## src/rtl/lruft_pkg.sv

```systemverilog
// ----------------------------------------------------------------------------
// lruft_pkg
// Shared sizes, types and command struct of the fully associative LRU tracker.
// ----------------------------------------------------------------------------
`default_nettype none

package lruft_pkg;

    // tracker geometry
    localparam int ENTRIES  = 16;
    localparam int KEY_BITS = 32;

    // derived widths
    localparam int RANK_W = (ENTRIES > 1) ? $clog2(ENTRIES) : 1;
    localparam int CNT_W  = $clog2(ENTRIES + 1);

    // fixed field widths of the stream and configuration ports
    localparam int IN_KEY_W  = 32;
    localparam int OUT_KEY_W = 32;
    localparam int SLOT_W    = 4;
    localparam int CAP_W     = 5;
    localparam int M_TDATA_W = 40;
    localparam int M_PAD_W   = M_TDATA_W - SLOT_W - OUT_KEY_W;
    localparam int M_TUSER_W = 2;

    localparam logic [CAP_W-1:0] CAP_RESET = 5'd16;

    typedef logic [KEY_BITS-1:0]  key_t;
    typedef logic [RANK_W-1:0]    rank_t;
    typedef logic [CNT_W-1:0]     cnt_t;
    typedef logic [SLOT_W-1:0]    slot_t;
    typedef logic [OUT_KEY_W-1:0] okey_t;
    typedef logic [CAP_W-1:0]     cap_t;

    // controller to datapath commands
    typedef struct packed {
        logic capture;  // latch the incoming key
        logic lookup;   // compare against all live ranks, register the outcome
        logic commit;   // move to front and load the result register
    } cmd_t;

endpackage

`default_nettype wire

```

## src/rtl/lruft_ctrl.sv

```systemverilog
// ----------------------------------------------------------------------------
// lruft_ctrl
// Sequencer of the tracker: capture, lookup, commit, and result valid flag.
// ----------------------------------------------------------------------------
`default_nettype none

module lruft_ctrl (
    input  wire logic            aclk,
    input  wire logic            aresetn,
    input  wire logic            s_tvalid,
    output logic                 s_tready,
    output logic                 m_tvalid,
    input  wire logic            m_tready,
    output lruft_pkg::cmd_t      cmd
);

    typedef enum logic [1:0] {
        ST_IDLE,
        ST_LOOKUP,
        ST_COMMIT
    } state_t;

    state_t state_reg, state_next;
    logic   m_tvalid_reg, m_tvalid_next;

    // commands decoded from the current state
    always_comb begin
        cmd.capture = (state_reg == ST_IDLE) && s_tvalid;
        cmd.lookup  = (state_reg == ST_LOOKUP);
        cmd.commit  = (state_reg == ST_COMMIT) && (!m_tvalid_reg || m_tready);
    end

    assign s_tready = (state_reg == ST_IDLE);
    assign m_tvalid = m_tvalid_reg;

    // next state and result valid
    always_comb begin
        state_next    = state_reg;
        m_tvalid_next = m_tvalid_reg;
        if (m_tvalid_reg && m_tready) begin
            m_tvalid_next = 1'b0;
        end
        unique case (state_reg)
            ST_IDLE: begin
                if (s_tvalid) begin
                    state_next = ST_LOOKUP;
                end
            end
            ST_LOOKUP: begin
                state_next = ST_COMMIT;
            end
            ST_COMMIT: begin
                if (cmd.commit) begin
                    state_next    = ST_IDLE;
                    m_tvalid_next = 1'b1;
                end
            end
            default: begin
                state_next = ST_IDLE;
            end
        endcase
    end

    // state and registered outputs
    always_ff @(posedge aclk) begin
        if (!aresetn) begin
            state_reg    <= ST_IDLE;
            m_tvalid_reg <= 1'b0;
        end else begin
            state_reg    <= state_next;
            m_tvalid_reg <= m_tvalid_next;
        end
    end

    // at most one command per cycle
    a_cmd_onehot: assert property (@(posedge aclk) disable iff (!aresetn)
        $onehot0({cmd.capture, cmd.lookup, cmd.commit}))
        else $error("controller issued overlapping commands");

    // a commit never overwrites a result still waiting
    a_commit_free: assert property (@(posedge aclk) disable iff (!aresetn)
        cmd.commit |-> (!m_tvalid_reg || m_tready))
        else $error("commit while result register is occupied");

    // a captured key is looked up in the next cycle
    a_capture_lookup: assert property (@(posedge aclk) disable iff (!aresetn)
        cmd.capture |=> cmd.lookup)
        else $error("captured key not looked up");

endmodule

`default_nettype wire

```

## src/rtl/lruft_datapath.sv

```systemverilog
// ----------------------------------------------------------------------------
// lruft_datapath
// Recency-ordered key and slot ranks, parallel match, move-to-front shift.
// ----------------------------------------------------------------------------
`default_nettype none

module lruft_datapath (
    input  wire logic                                  aclk,
    input  wire logic                                  aresetn,
    input  wire lruft_pkg::cmd_t                       cmd,
    input  wire logic [lruft_pkg::IN_KEY_W-1:0]        s_tdata,
    input  wire logic                                  cfg_valid,
    input  wire logic [lruft_pkg::CAP_W-1:0]           cfg_data,
    output logic      [lruft_pkg::M_TDATA_W-1:0]       m_tdata,
    output logic      [lruft_pkg::M_TUSER_W-1:0]       m_tuser
);

    // rank storage, rank 0 most recent
    lruft_pkg::key_t  keys_reg  [lruft_pkg::ENTRIES];
    lruft_pkg::rank_t slots_reg [lruft_pkg::ENTRIES];
    lruft_pkg::cnt_t  live_reg, live_next;
    lruft_pkg::cap_t  cap_reg;
    lruft_pkg::key_t  key_reg;

    // lookup outcome
    lruft_pkg::rank_t pos_reg, pos_next;
    logic             hit_reg, hit_next;
    logic             evict_reg, evict_next;
    logic             grow_reg, grow_next;

    // result register
    logic             out_hit_reg;
    logic             out_evict_reg;
    lruft_pkg::slot_t out_slot_reg;
    lruft_pkg::okey_t out_key_reg;

    lruft_pkg::cnt_t  eff_cap;
    logic [lruft_pkg::ENTRIES-1:0] match;
    logic [lruft_pkg::ENTRIES-1:0] slot_seen;

    // capacity clamped to the range 1..ENTRIES
    always_comb begin
        if (cap_reg == '0) begin
            eff_cap = lruft_pkg::cnt_t'(1);
        end else if (int'(cap_reg) > lruft_pkg::ENTRIES) begin
            eff_cap = lruft_pkg::cnt_t'(lruft_pkg::ENTRIES);
        end else begin
            eff_cap = lruft_pkg::cnt_t'(cap_reg);
        end
    end

    // capacity register
    always_ff @(posedge aclk) begin
        if (!aresetn) begin
            cap_reg <= lruft_pkg::CAP_RESET;
        end else if (cfg_valid) begin
            cap_reg <= cfg_data;
        end
    end

    // key capture
    always_ff @(posedge aclk) begin
        if (cmd.capture) begin
            key_reg <= lruft_pkg::key_t'(s_tdata);
        end
    end

    // parallel compare over live ranks, lowest rank wins
    always_comb begin
        for (int r = 0; r < lruft_pkg::ENTRIES; r++) begin
            match[r] = (lruft_pkg::cnt_t'(r) < live_reg) && (keys_reg[r] == key_reg);
        end
        hit_next   = |match;
        pos_next   = '0;
        evict_next = 1'b0;
        grow_next  = 1'b0;
        for (int r = lruft_pkg::ENTRIES - 1; r >= 0; r--) begin
            if (match[r]) begin
                pos_next = lruft_pkg::rank_t'(r);
            end
        end
        if (!hit_next) begin
            if ((live_reg >= eff_cap) && (live_reg != '0)) begin
                pos_next   = lruft_pkg::rank_t'(live_reg - lruft_pkg::cnt_t'(1));
                evict_next = 1'b1;
            end else begin
                pos_next  = lruft_pkg::rank_t'(live_reg);
                grow_next = 1'b1;
            end
        end
    end

    // lookup outcome register
    always_ff @(posedge aclk) begin
        if (cmd.lookup) begin
            pos_reg   <= pos_next;
            hit_reg   <= hit_next;
            evict_reg <= evict_next;
            grow_reg  <= grow_next;
        end
    end

    // move-to-front shift of keys
    always_ff @(posedge aclk) begin
        if (cmd.commit) begin
            keys_reg[0] <= key_reg;
            for (int r = 1; r < lruft_pkg::ENTRIES; r++) begin
                if (lruft_pkg::rank_t'(r) <= pos_reg) begin
                    keys_reg[r] <= keys_reg[r-1];
                end
            end
        end
    end

    // move-to-front shift of slots, reset to the identity order
    always_ff @(posedge aclk) begin
        if (!aresetn) begin
            for (int r = 0; r < lruft_pkg::ENTRIES; r++) begin
                slots_reg[r] <= lruft_pkg::rank_t'(r);
            end
        end else if (cmd.commit) begin
            slots_reg[0] <= slots_reg[pos_reg];
            for (int r = 1; r < lruft_pkg::ENTRIES; r++) begin
                if (lruft_pkg::rank_t'(r) <= pos_reg) begin
                    slots_reg[r] <= slots_reg[r-1];
                end
            end
        end
    end

    // live entry count
    always_comb begin
        live_next = live_reg;
        if (cmd.commit && grow_reg) begin
            live_next = live_reg + lruft_pkg::cnt_t'(1);
        end
    end

    always_ff @(posedge aclk) begin
        if (!aresetn) begin
            live_reg <= '0;
        end else begin
            live_reg <= live_next;
        end
    end

    // result register
    always_ff @(posedge aclk) begin
        if (cmd.commit) begin
            out_hit_reg   <= hit_reg;
            out_evict_reg <= evict_reg;
            out_slot_reg  <= lruft_pkg::slot_t'(slots_reg[pos_reg]);
            out_key_reg   <= evict_reg ? lruft_pkg::okey_t'(keys_reg[pos_reg]) : '0;
        end
    end

    assign m_tdata = {{lruft_pkg::M_PAD_W{1'b0}}, out_key_reg, out_slot_reg};
    assign m_tuser = {out_evict_reg, out_hit_reg};

    // slot table coverage, used to check it stays a permutation
    always_comb begin
        slot_seen = '0;
        for (int r = 0; r < lruft_pkg::ENTRIES; r++) begin
            slot_seen[slots_reg[r]] = 1'b1;
        end
    end

    a_live_bound: assert property (@(posedge aclk) disable iff (!aresetn)
        int'(live_reg) <= lruft_pkg::ENTRIES)
        else $error("live count beyond table size");

    a_slot_perm: assert property (@(posedge aclk) disable iff (!aresetn)
        &slot_seen)
        else $error("slot table is not a permutation");

    a_grow_step: assert property (@(posedge aclk) disable iff (!aresetn)
        (cmd.commit && grow_reg) |=> (live_reg == $past(live_reg) + lruft_pkg::cnt_t'(1)))
        else $error("live count did not advance on a fresh slot");

endmodule

`default_nettype wire

```

## src/rtl/lru_fully_associative_tracker.sv

```systemverilog
// ----------------------------------------------------------------------------
// lru_fully_associative_tracker
// Fully associative LRU tracker: hit/miss, slot, and evicted key per lookup.
// ----------------------------------------------------------------------------
// Sequence: the input key is captured, compared over all live ranks, then
//   committed move-to-front into the result register.
// A new lookup is accepted only once the previous one has committed, in
//   capture/compare/commit order; a result not taken holds the commit step.
// Reset: synchronous active-low; empties the tracker, restores slot order
//   and sets capacity to 16. No clearing pass is needed.
`default_nettype none

module lru_fully_associative_tracker (
    input  wire logic                                aclk,
    input  wire logic                                aresetn,
    // lookup_key[31:0]
    input  wire logic [lruft_pkg::IN_KEY_W-1:0]      s_tdata,
    input  wire logic                                s_tvalid,
    output logic                                     s_tready,
    // slot[3:0], evicted_key[35:4], zero pad[39:36]
    output logic      [lruft_pkg::M_TDATA_W-1:0]     m_tdata,
    // hit[0], evicted_valid[1]
    output logic      [lruft_pkg::M_TUSER_W-1:0]     m_tuser,
    output logic                                     m_tvalid,
    input  wire logic                                m_tready,
    // capacity[4:0]
    input  wire logic [lruft_pkg::CAP_W-1:0]         cfg_data,
    input  wire logic                                cfg_valid,
    output logic                                     cfg_ready
);

    lruft_pkg::cmd_t cmd;

    assign cfg_ready = 1'b1;

    // sequencer
    lruft_ctrl u_ctrl (
        .aclk     (aclk),
        .aresetn  (aresetn),
        .s_tvalid (s_tvalid),
        .s_tready (s_tready),
        .m_tvalid (m_tvalid),
        .m_tready (m_tready),
        .cmd      (cmd)
    );

    // rank storage and compare
    lruft_datapath u_datapath (
        .aclk      (aclk),
        .aresetn   (aresetn),
        .cmd       (cmd),
        .s_tdata   (s_tdata),
        .cfg_valid (cfg_valid),
        .cfg_data  (cfg_data),
        .m_tdata   (m_tdata),
        .m_tuser   (m_tuser)
    );

endmodule

`default_nettype wire
```

## config.mk

```make
export PLATFORM = sky130hd
export DESIGN_NAME = lru_fully_associative_tracker
export DESIGN_NICKNAME = d
export VERILOG_FILES = /design/src/rtl/lruft_pkg.sv /design/src/rtl/lruft_ctrl.sv /design/src/rtl/lruft_datapath.sv /design/src/rtl/lru_fully_associative_tracker.sv
export SDC_FILE = /design/constraint.sdc
export NUM_CORES = 1
export LEC_CHECK = 0
export BUFFER_PORTS_ARGS = -buffer_cell sky130_fd_sc_hd__clkbuf_2
export CAP_MARGIN = 40
export CELL_PAD_IN_SITES_DETAIL_PLACEMENT = 1
export CELL_PAD_IN_SITES_GLOBAL_PLACEMENT = 1
export CORE_UTILIZATION = 35
export DETAILED_ROUTE_END_ITERATION = 7
export GPL_ROUTABILITY_DRIVEN = 0
export PLACE_DENSITY_LB_ADDON = 0.3
export RECOVER_POWER = 100
export SETUP_SLACK_MARGIN = 0.2
export SYNTH_ARGS = -nofsm -noshare
export SYNTH_HDL_FRONTEND = slang
export SYNTH_HIERARCHICAL = 1
export SYNTH_SLANG_ARGS = --single-unit
```

## constraint.sdc

```tcl
create_clock -name aclk -period 9.6 [get_ports aclk]
set_input_delay 0 -clock aclk [delete_from_list [all_inputs] [get_ports aclk]]
set_output_delay 0 -clock aclk [all_outputs]
set_load 0.1 [all_outputs]
```

==> results of run 1 <==
==> metal layers <==
metal | vias to the layer above | global-route usage | part of all wire | wire, microns
met5 | - | 0 | 0 | 0
met4 | 0 | 0.128 | 0.058 | 6960
met3 | 280 | 0.0370 | 0.066 | 8020
met2 | 1083 | 0.397 | 0.47 | 57000
met1 | 11800 | 0.319 | 0.41 | 49000
li1 | 9550 | - | - | -
==> stage by stage <==
| stage | area [sq um] | instances |
|---|---|---|
| 6_report | 38400 | 3873 |
| 5_1_grt | 38400 | 3873 |
| 4_1_cts | 38700 | 3873 |
| 3_5_place_dp | 35600 | 3680 |
| 3_3_place_gp | 35500 | 3672 |
| 2_1_floorplan | 33700 | 2409 |
==> worst max path at each step <==
| stage | from | to | slack, ns | cells after the start |
|---|---|---|---|---|
| floorplan | u_ctrl/m_tvalid | u_datapath/slots_reg[15][0] | 1.76 | 7 |
| CTS | u_ctrl/state_reg[1] | u_datapath/slots_reg[11][1] | 5.71 | 9 |
| finish | u_datapath/pos_reg[1] | u_datapath/out_key_reg[9] | 3.00 | 8 |
| global route | u_ctrl/state_reg[1] | u_datapath/slots_reg[3][2] | 2.83 | 8 |
| global placement | u_ctrl/state_reg[1] | u_datapath/slots_reg[15][0] | 5.56 | 8 |
| detailed placement | u_ctrl/state_reg[1] | u_datapath/slots_reg[11][0] | 5.73 | 9 |
==> report_power, final <==
part / switching, W / total (W) / internal (W) / leakage (nW)
Combinational: 0.000497 / 0.000724 / 0.000227 / 4.65
Sequential: 0.0000509 / 0.00331 / 0.00326 / 6.07
Clock: 0.00129 / 0.00303 / 0.00174 / 1.27
==> worst max-delay path: stages (launching register included) <==
cell and delay (ns):
edfxtp_1 0.38, clkbuf_1 1.87, inv_1 0.65, nand2_1 0.47
clkbuf_1 1.51, o221ai_1 0.76, a21o_1 0.37, o21ai_0 0.10
a21boi_0 0.16
==> timing repair <==
item,CTS,global route
setup endpoints to repair,0,0
hold buffers,44,0
endpoints found under the hold margin,39,0
==> cell usage after synthesis, types with 29 or more instances <==
cell      count
xor2_1       99
nand2b_1     30
and3_1       29
nand3_1      57
o21ai_0      47
o221ai_1     46
nand4_1     180
nor3_1       33
nor2_1       51
mux4_2       84
nor4_1       76
a21oi_1      35
mux2i_1     121
clkbuf_1     56
edfxtp_1    653
buf_2        54
xnor2_1     408
nand2_1      74
==> final cells by class <==
cell class / count / share of cell area
flip-flops and latches: 670 / 0.519
multi-input cells: 1574 / 0.337
clock buffers: 95 / 0.0536
well taps: 1265 / 0.0412
repair buffers: 202 / 0.0338
clock inverters: 54 / 0.0138
inverters: 13 / 0.00127
==> logic make-up (layout without fill, tap and decap cells) <==
family / after synthesis / count (layout) / share of synthesized area
xor gates and xnor gates: 515 / 515 / 0.136
buffers and inverters: 165 / 364 / 0.0247
AOI/OAI and AO/OA: 221 / 221 / 0.0445
other: 2 / 5 / 0.000223
and+or+nand+nor: 606 / 606 / 0.103
adders and majority gates: 8 / 8 / 0.00297
muxes: 219 / 219 / 0.0968
DFF: 670 / 670 / 0.592
==> run metrics, run 1 <==
top-area cell type share of the netlist area 0.582; actual slew at the worst max-slew pin 3.14 ns; pre-CTS setup slack 5.73 ns; critical path class flip-flop to flip-flop; Seq cells post-synth 670; ys async rst share 0; post-synth cell types 62; # fillers 9752; predominant post-synthesis flop cell edfxtp_1; Starting DRT DRC Count 2312; area leader, netlist edfxtp_1; Req. time, crit path 9.97 ns; Final Max Slew Viols 867; Avg Inst Size Synth 14.0 sq um; Multi-input gate area 12900 sq um; most frequent cells in the layout 653 x edfxtp_1, 408 x xnor2_1, 180 x nand4_1; Ys Warns 6; Max-cap violations 38; CTS tree built; Min-Delay Path Depth 3; Startpoint Class flip-flop; largest net degree at the start of global routing 102; GRT Overall Usage 0.245; CTS Buf Count 80; I/O Buffers 81; final setup vio count 0; DRC violations left 0; outcome finished with violations; clock transition at the registers of the reported paths 0.06 ns; R2R depth 8; power per cell area 184 nW/um^2; CTS max path bufs 3; row cnt 113; Layout area overhead 14.0%; Vias 22.7k; DP Wirelength 92700 microns; Hold Crit Start aresetn; period utilisation layout 0.688; # H-tree levels 3; max FFs per register 512; Max-slew headroom -1.09; IO Pins 87; die area 97500 sq um; Post-Syn Instances 2406; Setup TNS Final 0 ns; worst r2r src u_datapath/pos_reg[1]; FMAX 151 MHz; Post CTS Setup Buffer Count 0; Root Driver clkbuf_16; Mapped Area 33700 sq um; Area contributors post-synth edfxtp_1 58%, xnor2_1 11%, mux4_2 5.6%; Routed WL per cell 31.2 microns; setup ws final 3.00 ns; Min Hold Slack 0.00758 ns; Post-DRT Antenna Nets 0; WL final 121000 microns; share of layout cells above drive strength 1 0.117; Final Skew 0.0282 ns; Congestion Overflow GR 0; post-layout min period 6.60 ns; final core utilization 0.404; vias per std cell 5.87; hold path endpoint u_ctrl/state_reg[1]; TritonRoute pass-1 iters 5; endpoints failing hold 0; post_cts resized 0; largest fanout on the critical path 36; Initial Util 0.354; Post-synth EDFFs 653; Worst-Skew Late Latency 0.65 ns; CP endpoint kind flip-flop; vias in the first global route 23.7k; Final #Nets 2591; CTS Sinks 670; Overall Power 0.00707 W; RSZ-0062 raised after global routing no; sequential area share after synthesis 0.592; flip-flop and latch area 19900 sq um; leakage 12.0 nW; Chip Width 312 microns; ant diodes 0; HP Class primary input to flip-flop; Reg-to-Reg End u_datapath/out_key_reg[9]; initial antenna violation count 0; VDD IR max 0.000136 V; failing checks max-capacitance violations, max-slew violations; CORE AREA 95200 sq um; first-pass GRT wire length 172000 microns; commonest non-fill, non-tap cell in the layout edfxtp_1; Critical Path AT 6.97 ns; Worst R2R Setup Slack 3.00 ns; Die Y 312 microns
Power figures use the tool's default switching activity.
==> run 2, diff against run 1 <==
==> constraint.sdc (replaced) <==
create_clock -name aclk -period 6.2 [get_ports aclk]
set_input_delay 0 -clock aclk [delete_from_list [all_inputs] [get_ports aclk]]
set_output_delay 0 -clock aclk [all_outputs]
set_load 0.1 [all_outputs]
==> run metrics, run 2 (synthesis results as in run 1) <==
ant diodes 0; max FFs per register 512; Worst path max stage delay 1.18 ns; Setup TNS Final 0 ns; vias in the first global route 23.5k; outcome finished with violations; commonest non-fill, non-tap cell in the layout edfxtp_1; Max-cap violations 28; Startpoint Class flip-flop; share of layout cells above drive strength 1 0.125; final setup vio count 0; leakage 12.0 nW; WL final 123000 microns; GRT Overall Usage 0.249; Critical Path AT 5.49 ns; most frequent CP cell nor4_1; # H-tree levels 3; Layout Cell Area excl Fill 38500 sq um; Congestion Overflow GR 0; die area 97500 sq um; vias per std cell 5.88; Vias 22.8k; period utilisation layout 0.801; pre-CTS setup slack 2.14 ns; Layout area overhead 14.2%; CTS Sinks 670; Req. time, crit path 6.73 ns; Post-DRT Antenna Nets 0; power per cell area 284 nW/um^2; DP Wirelength 94500 microns; FMAX 201 MHz; initial antenna violation count 2; actual slew at the worst max-slew pin 2.99 ns; TritonRoute pass-1 iters 6; Root Driver clkbuf_16; crit-path cells clkbuf_1 > xnor2_1 > nand4_1 > or4_2 > nor4_1 > nor4_1 > nand2_1 > a21oi_1 > mux2_2; Max-slew headroom -0.997; setup ws final 1.23 ns; CTS Buf Count 78; Worst-Skew Late Latency 0.64 ns; CORE AREA 95200 sq um; Die Y 312 microns; CTS tree built; CP endpoint kind flip-flop; largest fanout on the critical path 17; Starting DRT DRC Count 2651; Slowest cell on crit path clkbuf_1; dpl cell area 35700 sq um; Routed WL per cell 31.9 microns; largest net degree at the start of global routing 104; RSZ-0062 raised after global routing no; HP Class primary input to flip-flop; VDD IR max 0.000187 V; DRC violations left 0; failing checks max-capacitance violations, max-slew violations; IO Pins 87; Final Skew 0.0347 ns; Final #Nets 2594; Initial Util 0.354; Chip Width 312 microns; Final Max Slew Viols 763; CTS max path bufs 3; endpoints failing hold 0; clock transition at the registers of the reported paths 0.06 ns; first-pass GRT wire length 174000 microns; I/O Buffers 81; row cnt 113; most frequent cells in the layout 653 x edfxtp_1, 408 x xnor2_1, 180 x nand4_1; critical path class flip-flop to flip-flop; post-layout min period 4.97 ns
## run 2: cell types whose count changed in the layout (fill, tap and decap cells not counted), sizes merged
cell and change:
buf +17, dlygate4sd3 +1, clkinv -2, clkinvlp +2
inv -4, clkdlybuf4s15 +1, clkbuf -15
## run 2: cell type report
class                   instances  area (sq um)
repair buffers                207          1430
inverters                      13          48.8
multi-input cells            1574         12900
flip-flops and latches        670         19900
well taps                    1265          1580
clock buffers                  94          2100
clock inverters                50           449
fillers                      9730         56700
## run 2: critical path: cells and delay by family, from the launching register on
family                    cells  cell delay, ns
and+or+nand+nor               5            2.41
buffers and inverters         1            1.18
DFF                           1            0.33
AOI/OAI and AO/OA             1            0.13
muxes                         1            0.38
xor gates and xnor gates      1            0.39
## run 2: final timing paths
check / slack [ns] / endpoint / cells past startpoint / startpoint
worst max-delay path: 1.23 / flip-flop / 9 / u_datapath/key_reg[14]
worst min-delay path: 0.08 / u_datapath/key_reg[18] / 2 / s_tdata[18]
worst max register to register: 1.23 / flip-flop / 9 / u_datapath/key_reg[14]
worst min register to register: 0.44 / u_datapath/out_hit_reg / 0 / u_datapath/hit_reg
## run 2: power breakdown
group | internal [W] | leakage, nW | switching [W] | total, W
Clock | 0.00271 | 1.25 | 0.00195 | 0.00466
Sequential | 0.00505 | 6.07 | 0.000108 | 0.00516
Combinational | 0.000358 | 4.71 | 0.000746 | 0.00110
## run 2: metrics by stage
| step | hold slack (ns) | total power (W) | utilization | instances |
|---|---|---|---|---|
| global placement | 0.178 | 0.00628 | 0.373 | 3672 |
| finish | 0.0764 | 0.0109 | 0.404 | 3873 |
| CTS | 0.0363 | 0.0110 | 0.406 | 3872 |
| floorplan | 0.0989 | 0.00589 | - | 2409 |
| detailed placement | 0.179 | 0.00631 | 0.375 | 3683 |
| global route | 0.0687 | 0.0112 | 0.404 | 3873 |
## run 2: timing repair
item,in CTS,in global routing
endpoints found under the hold margin,39,0
buffers inserted,0,0
hold buffers,45,0
endpoints found under the setup margin,0,0
resized for setup,0,0
## run 2: per-layer routing
metal  wire [microns]  GRT usage
met5               13          0
met1            50100      0.324
met4             6740      0.126
met3             9010     0.0436
met2            57600      0.400
